### config.mk
export PLATFORM = sky130hd
export DESIGN_NAME = grouping_list_table_flat
export DESIGN_NICKNAME = d
export VERILOG_FILES = /design/src/sv/glt_pkg.sv /design/src/sv/glt_in_if.sv /design/src/sv/glt_out_if.sv /design/src/sv/glt_ctrl.sv /design/src/sv/glt_datapath.sv /design/src/sv/grouping_list_table.sv /design/src/flat_wrapper.sv
export SDC_FILE = /design/constraint.sdc
export NUM_CORES = 2
export LEC_CHECK = 0
export BUFFER_PORTS_ARGS = -buffer_cell sky130_fd_sc_hd__buf_4
export CORE_ASPECT_RATIO = 0.6
export CORE_MARGIN = 2
export CORE_UTILIZATION = 25
export CTS_CLUSTER_SIZE = 16
export DETAILED_ROUTE_END_ITERATION = 6
export PLACE_DENSITY = 0.49
export SETUP_SLACK_MARGIN = 0.5
export SYNTH_ARGS = -nofsm -noshare
export SYNTH_HDL_FRONTEND = slang
export SYNTH_SLANG_ARGS = --single-unit
### constraint.sdc
create_clock -name clk -period 7.4 [get_ports clk]
set_input_delay 0.37 -clock clk [delete_from_list [all_inputs] [get_ports clk]]
set_output_delay 0.37 -clock clk [all_outputs]
set_load 0.02 [all_outputs]
### src/sv/glt_pkg.sv
`timescale 1ns / 1ps
`default_nettype none

package glt_pkg;

  // table geometry
  localparam int CAPACITY = 32;
  localparam int IDX_W    = (CAPACITY > 1) ? $clog2(CAPACITY) : 1;
  localparam int CNT_W    = $clog2(CAPACITY + 1);

  // result field widths
  localparam int ELEM_W   = 32;
  localparam int POS_W    = 5;
  localparam int ECNT_W   = 6;

  // command codes
  localparam logic [1:0] CMD_INSERT = 2'd0;
  localparam logic [1:0] CMD_REMOVE = 2'd1;
  localparam logic [1:0] CMD_DUMP   = 2'd2;

  // status codes
  localparam logic [1:0] STS_OK       = 2'd0;
  localparam logic [1:0] STS_FULL     = 2'd1;
  localparam logic [1:0] STS_NOTFOUND = 2'd2;
  localparam logic [1:0] STS_EMPTY    = 2'd3;

  typedef logic signed [ELEM_W-1:0] elem_t;
  typedef logic [IDX_W-1:0]         idx_t;
  typedef logic [CNT_W-1:0]         cnt_t;

  typedef enum logic [1:0] {
    ST_IDLE,
    ST_EXEC,
    ST_DUMP
  } state_t;

  // controller to datapath
  typedef struct packed {
    logic load;
    logic exec;
    logic dump_emit;
  } glt_ctl_t;

  // datapath to controller
  typedef struct packed {
    logic [1:0] op;
    logic       out_free;
    logic       dump_end;
  } glt_sts_t;

  // table index to the 5-bit position field
  function automatic logic [POS_W-1:0] pos_field(input idx_t idx);
    logic [IDX_W+POS_W-1:0] wide;
    wide = {{POS_W{1'b0}}, idx};
    return wide[POS_W-1:0];
  endfunction

  // entry count to the 6-bit count field
  function automatic logic [ECNT_W-1:0] cnt_field(input cnt_t cnt);
    logic [CNT_W+ECNT_W-1:0] wide;
    wide = {{ECNT_W{1'b0}}, cnt};
    return wide[ECNT_W-1:0];
  endfunction

endpackage

`default_nettype wire

### src/sv/glt_in_if.sv
`timescale 1ns / 1ps
`default_nettype none

interface glt_in_if;
  logic           valid;
  logic           ready;
  logic [1:0]     command;
  glt_pkg::elem_t value;

  modport source (output valid, output command, output value, input ready);
  modport sink   (input valid, input command, input value, output ready);
endinterface

`default_nettype wire

### src/sv/glt_out_if.sv
`timescale 1ns / 1ps
`default_nettype none

interface glt_out_if;
  logic                       valid;
  logic                       ready;
  glt_pkg::elem_t             element;
  logic [glt_pkg::POS_W-1:0]  position;
  logic [1:0]                 status;
  logic [glt_pkg::ECNT_W-1:0] entry_count;
  logic                       last;

  modport source (output valid, output element, output position, output status,
                  output entry_count, output last, input ready);
  modport sink   (input valid, input element, input position, input status,
                  input entry_count, input last, output ready);
endinterface

`default_nettype wire

### src/sv/glt_ctrl.sv
`timescale 1ns / 1ps
`default_nettype none

module glt_ctrl (
  input  logic              clk,
  input  logic              rst_n,
  input  logic              in_valid,
  output logic              in_ready,
  input  glt_pkg::glt_sts_t sts,
  output glt_pkg::glt_ctl_t ctl
);

  glt_pkg::state_t state_r;
  glt_pkg::state_t state_nxt;

  // state register
  always_ff @(posedge clk) begin
    if (!rst_n) begin
      state_r <= glt_pkg::ST_IDLE;
    end else begin
      state_r <= state_nxt;
    end
  end

  // next state and commands
  always_comb begin
    state_nxt = state_r;
    ctl       = '0;
    in_ready  = 1'b0;
    case (state_r)
      glt_pkg::ST_IDLE: begin
        in_ready = 1'b1;
        if (in_valid) begin
          ctl.load  = 1'b1;
          state_nxt = glt_pkg::ST_EXEC;
        end
      end
      glt_pkg::ST_EXEC: begin
        case (sts.op)
          glt_pkg::CMD_INSERT, glt_pkg::CMD_REMOVE: begin
            if (sts.out_free) begin
              ctl.exec  = 1'b1;
              state_nxt = glt_pkg::ST_IDLE;
            end
          end
          glt_pkg::CMD_DUMP: begin
            state_nxt = glt_pkg::ST_DUMP;
          end
          default: begin
            // unused code: no result
            state_nxt = glt_pkg::ST_IDLE;
          end
        endcase
      end
      glt_pkg::ST_DUMP: begin
        if (sts.out_free) begin
          ctl.dump_emit = 1'b1;
          if (sts.dump_end) begin
            state_nxt = glt_pkg::ST_IDLE;
          end
        end
      end
      default: begin
        state_nxt = glt_pkg::ST_IDLE;
      end
    endcase
  end

endmodule

`default_nettype wire

### src/sv/glt_datapath.sv
`timescale 1ns / 1ps
`default_nettype none

module glt_datapath (
  input  logic                       clk,
  input  logic                       rst_n,
  input  logic [1:0]                 in_command,
  input  glt_pkg::elem_t             in_value,
  input  glt_pkg::glt_ctl_t          ctl,
  output glt_pkg::glt_sts_t          sts,
  input  logic                       out_ready,
  output logic                       out_valid,
  output glt_pkg::elem_t             out_element,
  output logic [glt_pkg::POS_W-1:0]  out_position,
  output logic [1:0]                 out_status,
  output logic [glt_pkg::ECNT_W-1:0] out_entry_count,
  output logic                       out_last
);

  localparam int CAP = glt_pkg::CAPACITY;

  glt_pkg::elem_t entries_r [CAP];
  glt_pkg::elem_t entries_nxt [CAP];
  glt_pkg::cnt_t  count_r;
  glt_pkg::cnt_t  count_nxt;

  // latched item and search result
  logic [1:0]     op_r;
  glt_pkg::elem_t value_r;
  logic           found_r;
  glt_pkg::idx_t  hit_idx_r;
  glt_pkg::idx_t  dump_idx_r;

  // output register
  logic                       out_valid_r;
  glt_pkg::elem_t             out_element_r;
  logic [glt_pkg::POS_W-1:0]  out_position_r;
  logic [1:0]                 out_status_r;
  logic [glt_pkg::ECNT_W-1:0] out_entry_count_r;
  logic                       out_last_r;

  logic           hit_any;
  glt_pkg::idx_t  hit_idx;
  logic           full;
  glt_pkg::idx_t  ins_pos;
  logic           out_free;
  logic           dump_end;

  // parallel compare against the held entries, first match wins
  always_comb begin
    hit_any = 1'b0;
    hit_idx = '0;
    for (int j = CAP - 1; j >= 0; j--) begin
      if (entries_r[j] == in_value && glt_pkg::CNT_W'(j) < count_r) begin
        hit_any = 1'b1;
        hit_idx = glt_pkg::IDX_W'(j);
      end
    end
  end

  assign full    = (count_r >= glt_pkg::CNT_W'(CAP));
  assign ins_pos = found_r ? hit_idx_r + glt_pkg::IDX_W'(1) : glt_pkg::IDX_W'(count_r);

  // single shift step: open a gap on insert, close it on remove
  always_comb begin
    count_nxt = count_r;
    for (int j = 0; j < CAP; j++) begin
      entries_nxt[j] = entries_r[j];
    end
    if (op_r == glt_pkg::CMD_INSERT && !full) begin
      count_nxt = count_r + glt_pkg::CNT_W'(1);
      for (int j = 0; j < CAP; j++) begin
        if (glt_pkg::IDX_W'(j) == ins_pos) begin
          entries_nxt[j] = value_r;
        end else if (j > 0) begin
          if (glt_pkg::IDX_W'(j) > ins_pos) begin
            entries_nxt[j] = entries_r[j-1];
          end
        end
      end
    end else if (op_r == glt_pkg::CMD_REMOVE && found_r) begin
      count_nxt = count_r - glt_pkg::CNT_W'(1);
      for (int j = 0; j < CAP - 1; j++) begin
        if (glt_pkg::IDX_W'(j) >= hit_idx_r) begin
          entries_nxt[j] = entries_r[j+1];
        end
      end
    end
  end

  // table storage, contents undefined until written
  always_ff @(posedge clk) begin
    if (ctl.exec) begin
      for (int j = 0; j < CAP; j++) begin
        entries_r[j] <= entries_nxt[j];
      end
    end
  end

  // entry count
  always_ff @(posedge clk) begin
    if (!rst_n) begin
      count_r <= '0;
    end else if (ctl.exec) begin
      count_r <= count_nxt;
    end
  end

  // item latch with search result
  always_ff @(posedge clk) begin
    if (ctl.load) begin
      op_r       <= in_command;
      value_r    <= in_value;
      found_r    <= hit_any;
      hit_idx_r  <= hit_idx;
      dump_idx_r <= '0;
    end else if (ctl.dump_emit) begin
      dump_idx_r <= dump_idx_r + glt_pkg::IDX_W'(1);
    end
  end

  assign out_free = !out_valid_r || out_ready;
  assign dump_end = (count_r == '0) ||
                    (glt_pkg::CNT_W'(dump_idx_r) + glt_pkg::CNT_W'(1) == count_r);

  // output valid
  always_ff @(posedge clk) begin
    if (!rst_n) begin
      out_valid_r <= 1'b0;
    end else if (ctl.exec || ctl.dump_emit) begin
      out_valid_r <= 1'b1;
    end else if (out_ready) begin
      out_valid_r <= 1'b0;
    end
  end

  // result payload
  always_ff @(posedge clk) begin
    if (ctl.exec) begin
      out_element_r     <= value_r;
      out_last_r        <= 1'b1;
      out_entry_count_r <= glt_pkg::cnt_field(count_nxt);
      if (op_r == glt_pkg::CMD_INSERT) begin
        if (full) begin
          out_position_r <= '0;
          out_status_r   <= glt_pkg::STS_FULL;
        end else begin
          out_position_r <= glt_pkg::pos_field(ins_pos);
          out_status_r   <= glt_pkg::STS_OK;
        end
      end else begin
        if (found_r) begin
          out_position_r <= glt_pkg::pos_field(hit_idx_r);
          out_status_r   <= glt_pkg::STS_OK;
        end else begin
          out_position_r <= '0;
          out_status_r   <= glt_pkg::STS_NOTFOUND;
        end
      end
    end else if (ctl.dump_emit) begin
      out_last_r        <= dump_end;
      out_entry_count_r <= glt_pkg::cnt_field(count_r);
      if (count_r == '0) begin
        out_element_r  <= '0;
        out_position_r <= '0;
        out_status_r   <= glt_pkg::STS_EMPTY;
      end else begin
        out_element_r  <= entries_r[dump_idx_r];
        out_position_r <= glt_pkg::pos_field(dump_idx_r);
        out_status_r   <= glt_pkg::STS_OK;
      end
    end
  end

  // status to controller
  assign sts.op       = op_r;
  assign sts.out_free = out_free;
  assign sts.dump_end = dump_end;

  assign out_valid       = out_valid_r;
  assign out_element     = out_element_r;
  assign out_position    = out_position_r;
  assign out_status      = out_status_r;
  assign out_entry_count = out_entry_count_r;
  assign out_last        = out_last_r;

endmodule

`default_nettype wire

### src/sv/grouping_list_table.sv
// insert and remove: item and search result latched, then result registered when output free
// dump: one table entry a cycle while the output is free; empty list: one empty result
// the compare-and-latch step is followed by the single shift step on the table
// results wait in an output register; a new item is taken while one is pending
// synchronous active-low reset empties the list and clears out_valid; table data undefined
`timescale 1ns / 1ps
`default_nettype none

module grouping_list_table (
  input  logic     clk,
  input  logic     rst_n,
  glt_in_if.sink   in_chan,
  glt_out_if.source out_chan
);

  glt_pkg::glt_ctl_t ctl;
  glt_pkg::glt_sts_t sts;

  // sequencer
  glt_ctrl u_ctrl (
    .clk      (clk),
    .rst_n    (rst_n),
    .in_valid (in_chan.valid),
    .in_ready (in_chan.ready),
    .sts      (sts),
    .ctl      (ctl)
  );

  // table, search and result register
  glt_datapath u_datapath (
    .clk             (clk),
    .rst_n           (rst_n),
    .in_command      (in_chan.command),
    .in_value        (in_chan.value),
    .ctl             (ctl),
    .sts             (sts),
    .out_ready       (out_chan.ready),
    .out_valid       (out_chan.valid),
    .out_element     (out_chan.element),
    .out_position    (out_chan.position),
    .out_status      (out_chan.status),
    .out_entry_count (out_chan.entry_count),
    .out_last        (out_chan.last)
  );

endmodule

`default_nettype wire

### src/flat_wrapper.sv
// flat-port wrapper written by rule: the top's interface ports become plain ports
module grouping_list_table_flat 
  (clk, rst_n, in_chan_valid, in_chan_command, in_chan_value, in_chan_ready, out_chan_valid, out_chan_element, out_chan_position, out_chan_status, out_chan_entry_count, out_chan_last, out_chan_ready);
  glt_in_if in_chan_i ();
  glt_out_if out_chan_i ();
  input  logic clk;
  input  logic rst_n;
  input wire logic [$bits(in_chan_i.valid)-1:0] in_chan_valid;
  input wire logic [$bits(in_chan_i.command)-1:0] in_chan_command;
  input wire logic [$bits(in_chan_i.value)-1:0] in_chan_value;
  output wire logic [$bits(in_chan_i.ready)-1:0] in_chan_ready;
  output wire logic [$bits(out_chan_i.valid)-1:0] out_chan_valid;
  output wire logic [$bits(out_chan_i.element)-1:0] out_chan_element;
  output wire logic [$bits(out_chan_i.position)-1:0] out_chan_position;
  output wire logic [$bits(out_chan_i.status)-1:0] out_chan_status;
  output wire logic [$bits(out_chan_i.entry_count)-1:0] out_chan_entry_count;
  output wire logic [$bits(out_chan_i.last)-1:0] out_chan_last;
  input wire logic [$bits(out_chan_i.ready)-1:0] out_chan_ready;
  assign in_chan_i.valid = in_chan_valid;
  assign in_chan_i.command = in_chan_command;
  assign in_chan_i.value = in_chan_value;
  assign in_chan_ready = in_chan_i.ready;
  assign out_chan_valid = out_chan_i.valid;
  assign out_chan_element = out_chan_i.element;
  assign out_chan_position = out_chan_i.position;
  assign out_chan_status = out_chan_i.status;
  assign out_chan_entry_count = out_chan_i.entry_count;
  assign out_chan_last = out_chan_i.last;
  assign out_chan_i.ready = out_chan_ready;
  grouping_list_table u_core (.clk(clk), .rst_n(rst_n), .in_chan(in_chan_i), .out_chan(out_chan_i));
endmodule
Word level (Yosys, flattened, before mapping)
Memories as Yosys holds them, arrays and structs flattened. A register that Yosys moved wholly into a read port is not among the register bits.
Index checks and enable logic that the tools add are counted.
W data, S select, Z words.
{ "word_totals": {"output_inout_bits": 48, "in_bits": 38, "n_memories": 1, "reg_bits": 100, "ram_bits": 1024} }
{ "memory_table": {"columns": ["memory", "words", "width", "rd", "rd_clocked_by_memory_dff", "write_ports", "line_no", "source"], "rows": [
  ["u_core.u_datapath.entries_r", 32, 32, 33, 1, 32, "glt_datapath.sv:22", "glt_pkg::elem_t entries_r [CAP];"]
]} }
{ "classes": {"reduce_logical": 52, "order_cmp": 95, "n_eq_ne": 72, "n_addsub": 5, "mux": 168} }
{ "op_table": {"columns": ["op", "n"], "rows": [
  ["$mux W32", 98],
  ["$mux W992", 2],
  ["$eq A32 B32 Y1", 32],
  ["$mux W5", 25],
  ["$lt A5 B6 Y1 const A", 16],
  ["$eq A5 B5 Y1 const A", 16],
  ["$gt A5 B5 Y1 const A", 16],
  ["$ge A5 B5 Y1 const A", 15],
  ["$lt A4 B6 Y1 const A", 8],
  ["$eq A4 B5 Y1 const A", 8],
  ["$ge A4 B5 Y1 const A", 8],
  ["$gt A4 B5 Y1 const A", 8],
  ["$logic_and A1 B1 Y1", 34],
  ["$mux W4", 8],
  ["$reduce_or A31 Y1", 1],
  ["$lt A3 B6 Y1 const A", 4],
  ["$mux W6", 4],
  ["$mux W2", 11],
  ["$eq A3 B5 Y1 const A", 4],
  ["$ge A3 B5 Y1 const A", 4],
  ["$gt A3 B5 Y1 const A", 4],
  ["$reduce_or A16 Y1", 1],
  ["$mux W1", 14],
  ["$lt A1 B6 Y1 const A", 2],
  ["30 further kinds", 49]
]} }

Longest topological paths before layout
An unclocked memory read counts as a cell.
{ "depth": {"depth_word": 34, "mapped_depth": 14, "ltp_nobuf": 13} }

By module
From an unflattened synthesis, not the netlist that was laid out.
{ "unflattened": {"cells_unflattened": 7042, "hier_area_um2": 77197.8} }
{ "modules_own_cells": {"columns": ["module", "cells_each", "n_inst", "area_per_inst_um2"], "rows": [
  ["glt_datapath", 7028, 1, 77081.4],
  ["glt_ctrl", 14, 1, 116.4]
]} }

Worst setup path before layout
OpenSTA, ideal clock, no wires.
{ "synth_path": {"path_type": "register to register", "startpoint": "register u_core.u_datapath.out_valid_r (netlist: u_core.u_datapath.out_valid)", "endpoint": "memory u_core.u_datapath.entries_r[27][0] (netlist name) (enable)", "path_slack_ns": 2.193, "setup_ns": 0.470, "period_less_slack_ns": 5.207, "t_required_ns": 6.930, "arrival_ns": 4.737, "path_stages_with_launch": 9, "cell_sequence": "dfxtp_1 -> nor2b_1 -> clkbuf_1 -> nor3b_1 -> nand2_1 -> inv_1 -> nor2_1 -> clkbuf_1 -> a211oi_1"} }
{ "synth_rtl": {"columns": ["element", "line_no", "source"], "rows": [
  ["start, declared", "glt_datapath.sv:35", "logic out_valid_r;"],
  ["start signal, assigned", "glt_datapath.sv:129", "out_valid_r <= 1'b0;"],
  ["start signal, assigned", "glt_datapath.sv:131", "out_valid_r <= 1'b1;"],
  ["start signal, assigned", "glt_datapath.sv:133", "out_valid_r <= 1'b0;"],
  ["end, declared", "glt_datapath.sv:22", null]
]} }

==> impl_metrics.csv <==
group,metric,value,unit
clock_tree,cts_tree,"done",
power,p_leak,0.0303,uW
clock_tree,max-clock-path-buffers,3,
synth,synth_fp_nets,7083,
synth,synth_cells,7037,
clock_tree,post_cts_buffers,0,
place,hpwl,300000,um
die,die_y,433,um
power,p_sw,4960,uW
power,power_density,189,nW/um^2
timing,skew,0.0640,ns
power,power.share.clock,38.5,%
route,drcViolationCount,5,
run_status,failed_checks,"design-rule violations, max-capacitance violations, max-slew violations",
grt,grt_pass1_vias,56100,
route,ant_nets,0,
clock_tree,cts.clk_slew.worst_paths,0.07,ns
layout,multi_input_area,40500,sq um
timing,fin_crit_sh,70.3,%
place,gp_congestion,1.11,
run_status,status,"finished, violations left",
power,sw_frac_of_total,30.8,%
worst_hold_path,hold_end,"u_core.u_ctrl.state_r[0]",
worst_setup_path,timing.rr.start,"u_core.u_datapath.hit_idx_r[1]",
worst_setup_path,r2r_slack,2.20,ns
timing,tns,0,ns
timing,maxSlewViolCount,15,
synth,syn_avg_cell_area,10.9,sq um
grt,grt_max_degree,253,
worst_setup_path,critPathRequiredTime,7.82,ns
timing,finalHoldViolCount,0,
place,dp.cells,10700,
worst_hold_path,hp-class,"primary input to flop",
die,die_w,720,um
synth,ys_ff_latch,1129,
synth,synth_top_area_share,43.4,%
route,drt_iter0_drc,11400,
layout,drive_gt1_share,12.7,%
synth,synthFlopType,"edfxtp_1",
synth,synth-edff-count,1109,
route,vias,62400,
timing,max_clock_freq,0.192,GHz
grt,grt_pass1_wl,510000,um
worst_hold_path,min_path_cells,4,
place,portBuffers,85,
layout,fin_nets,6777,
power,p_comb_share,15.1,%
run,cap_violations,7,
synth,synth.largest_area_cell,"edfxtp_1",
clock_tree,htreeDepth,3,
worst_setup_path,r2r-end,"u_core.u_datapath.entries_r[24][9]",
grt,grt_remaining_overflow,0,
layout,fillers,31900,
die,rows,157,
synth,yosys_warnings,0,
timing,setup-violations-final,0,
timing,tightest_slew,1.63,ns
timing,whs,0.105,ns
worst_setup_path,worstPathArrival,5.62,ns
route,vias_per_cell,5.73,
worst_setup_path,reg2regPathDepth,8,
worst_hold_path,min_from,"in_chan_valid",
layout,area_delta_synth_final,10.9,%
layout,seqCellArea,33700,sq um
timing,rsz0062_at_grt,"false",
die,dieArea,312000,sq um
clock_tree,cts_root_buf,"clkbuf_16",
timing,slew_headroom,-8.76,%
worst_setup_path,crit_fanout,32,
worst_setup_path,criticalPathCategory,"flop to flop",
worst_setup_path,crit_path_start_kind,"flop",
layout,layout.cells.non_filler,10900,
power,vdd_drop_max,0.198,mV
route,wire_per_inst,35.4,um
grt,antenna_found_initial,24,
timing,finalCriticalPeriod,5.20,ns
die,io_pins,86,
synth,syn_area,76800,sq um
synth,ys_async_sr_fraction,0,%
clock_tree,worstSkewPairLatency,0.81,ns
power,p_seq_share,46.4,%
die,start_util,25.2,%
synth,yosys-top-cells-area,"edfxtp_1 (43%), mux2i_1 (13%), mux4_2 (9.4%), xnor2_1 (7.5%), o21ai_0 (6.7%)",
place,pre_cts_ws,2.40,ns
clock_tree,numCtsBuffers,120,
clock_tree,clock_sinks,1129,
die,core_area,305000,sq um
power,power.internal,11100,uW
timing,setup_ws,2.20,ns
synth,seq_area_frac_synth,43.9,%
grt,grt_util_all_layers,23.8,%
clock_tree,cts_resized,0,
route,finalWirelength,386000,um
synth,synth_cell_types,65,
route,drt_first_pass_iters,7,
worst_setup_path,endpoint_kind,"flop",
==> kinds of logic after synthesis <==
group / Yosys count / share of synthesized area, %
AOI/OAI and AO/OA: 1137 / 7.68
xor gates and xnor gates: 1041 / 11.9
adders and majority gates: 8 / 0.130
buffers and inverters: 701 / 4.06
DFF: 1129 / 43.9
muxes: 1345 / 22.8
and+or+nand+nor: 1676 / 9.58
==> power groups by stage <==
stage / Clock (uW) / Sequential (uW) / Combinational (uW)
2_1_floorplan: 0 / 7460 / 1300
3_3_place_gp: 0 / 7560 / 2230
3_5_place_dp: 0 / 7570 / 2240
4_1_cts: 6230 / 7430 / 2250
5_1_grt: 6420 / 7450 / 2470
6_report: 6190 / 7450 / 2420
==> cells in the mapped netlist, types with 21 or more instances <==
library cell and instances:
nand2_1 1158, edfxtp_1 1109, o21ai_0 1022, mux2i_1 993, xnor2_1 654, clkbuf_1 420
xor2_1 386, mux4_2 320, buf_2 183, nand4_1 175, nor4_1 121, nor2_1 75
a21oi_1 46, nand3_1 46, buf_1 39, nor3_1 35, mux2_2 32, buf_4 23
buf_6 21
==> metal layers <==
layer | up-vias | track usage (%) | share of wire (%)
li1 | 25100 | - | -
met1 | 32200 | 35.0 | 44
met2 | 4711 | 26.1 | 33
met3 | 332 | 18.3 | 21
met4 | 24 | 2.91 | 1.3
met5 | - | 2.36 | 0.33
==> placed cells by master (no fill, tap or decap), types with 7 or more instances in the layout <==
cell / instances
a21oi_1: 39
a21oi_4: 7
and2_1: 11
buf_12: 11
buf_4: 242
clkbuf_1: 21
clkbuf_16: 121
clkinv_1: 30
clkinv_2: 28
dfxtp_1: 15
diode_2: 11
edfxtp_1: 1109
ha_1: 8
inv_1: 12
mux2_2: 32
mux2i_1: 993
mux4_2: 320
nand2_1: 1142
nand2_2: 14
nand2b_1: 7
nand3_1: 43
nand4_1: 175
nor2_1: 52
nor2_4: 23
nor2b_1: 12
nor3_1: 33
nor4_1: 120
o2111ai_1: 9
o21ai_0: 1019
xnor2_1: 650
xor2_1: 386
==> worst max path at each step <==
stage / to / from / slack [ns]
2_1_floorplan: u_core.u_datapath.entries_r[27][0] / u_core.u_datapath.out_valid / 2.19
3_3_place_gp: u_core.u_datapath.entries_r[30][23] / u_core.u_datapath.hit_idx_r[1] / 2.51
3_5_place_dp: u_core.u_datapath.entries_r[29][4] / u_core.u_datapath.hit_idx_r[1] / 2.40
4_1_cts: u_core.u_datapath.entries_r[29][23] / u_core.u_datapath.hit_idx_r[1] / 2.38
5_1_grt: u_core.u_datapath.entries_r[29][9] / u_core.u_datapath.hit_idx_r[1] / 2.02
6_report: u_core.u_datapath.entries_r[24][9] / u_core.u_datapath.hit_idx_r[1] / 2.20
==> critical path: stages (launching register included) <==
cell and delay (ns):
edfxtp_1 1.02, ha_1 0.33, nand3_1 0.09, xor2_1 0.21, a21oi_1 0.79, nand2_1 0.67, nor2_1 1.08, a221oi_4 0.16
buf_4 0.34
==> through the flow <==
| step | total power, uW | util (%) | cell area (sq um) |
|---|---|---|---|
| final | 16100 | 27.9 | 85200 |
| after global routing | 16300 | 27.9 | 85200 |
| after CTS | 15900 | 27.9 | 85200 |
| after detailed placement | 9810 | 26.7 | 81400 |
| after global placement | 9790 | 26.6 | 81300 |
| after floorplan | 8760 | - | 76800 |
==> registers in the layout, summed over array words and instances (netlist names), named ones only <==
signal and flops:
u_core.u_ctrl.state_r 2, u_core.u_datapath.count_r 6, u_core.u_datapath.dump_idx_r 5, u_core.u_datapath.entries_r 1024
u_core.u_datapath.found_r 1, u_core.u_datapath.hit_idx_r 5, u_core.u_datapath.op_r 2, u_core.u_datapath.out_element 32
u_core.u_datapath.out_entry_count 6, u_core.u_datapath.out_last 1, u_core.u_datapath.out_position 5, u_core.u_datapath.out_status 2
u_core.u_datapath.out_valid 1, u_core.u_datapath.value_r 32
==> area by class of cell <==
| type | instances | area share, % |
|---|---|---|
| Sequential cell | 1129 | 39.6 |
| Timing Repair Buffer | 260 | 2.48 |
| Tap cell | 4054 | 5.95 |
| Inverter | 13 | 0.0573 |
| Multi-Input combinational cell | 5207 | 47.5 |
| Antenna cell | 11 | 0.0323 |
| Clock buffer | 148 | 3.74 |
| Clock inverter | 72 | 0.636 |
==> timing repair <==
item / CTS / global route
endpoints found under the hold margin: 13 / 0
endpoints found under the setup margin: 0 / 0
hold buffers: 5 / 0
(Power assumes the default switching activity.)
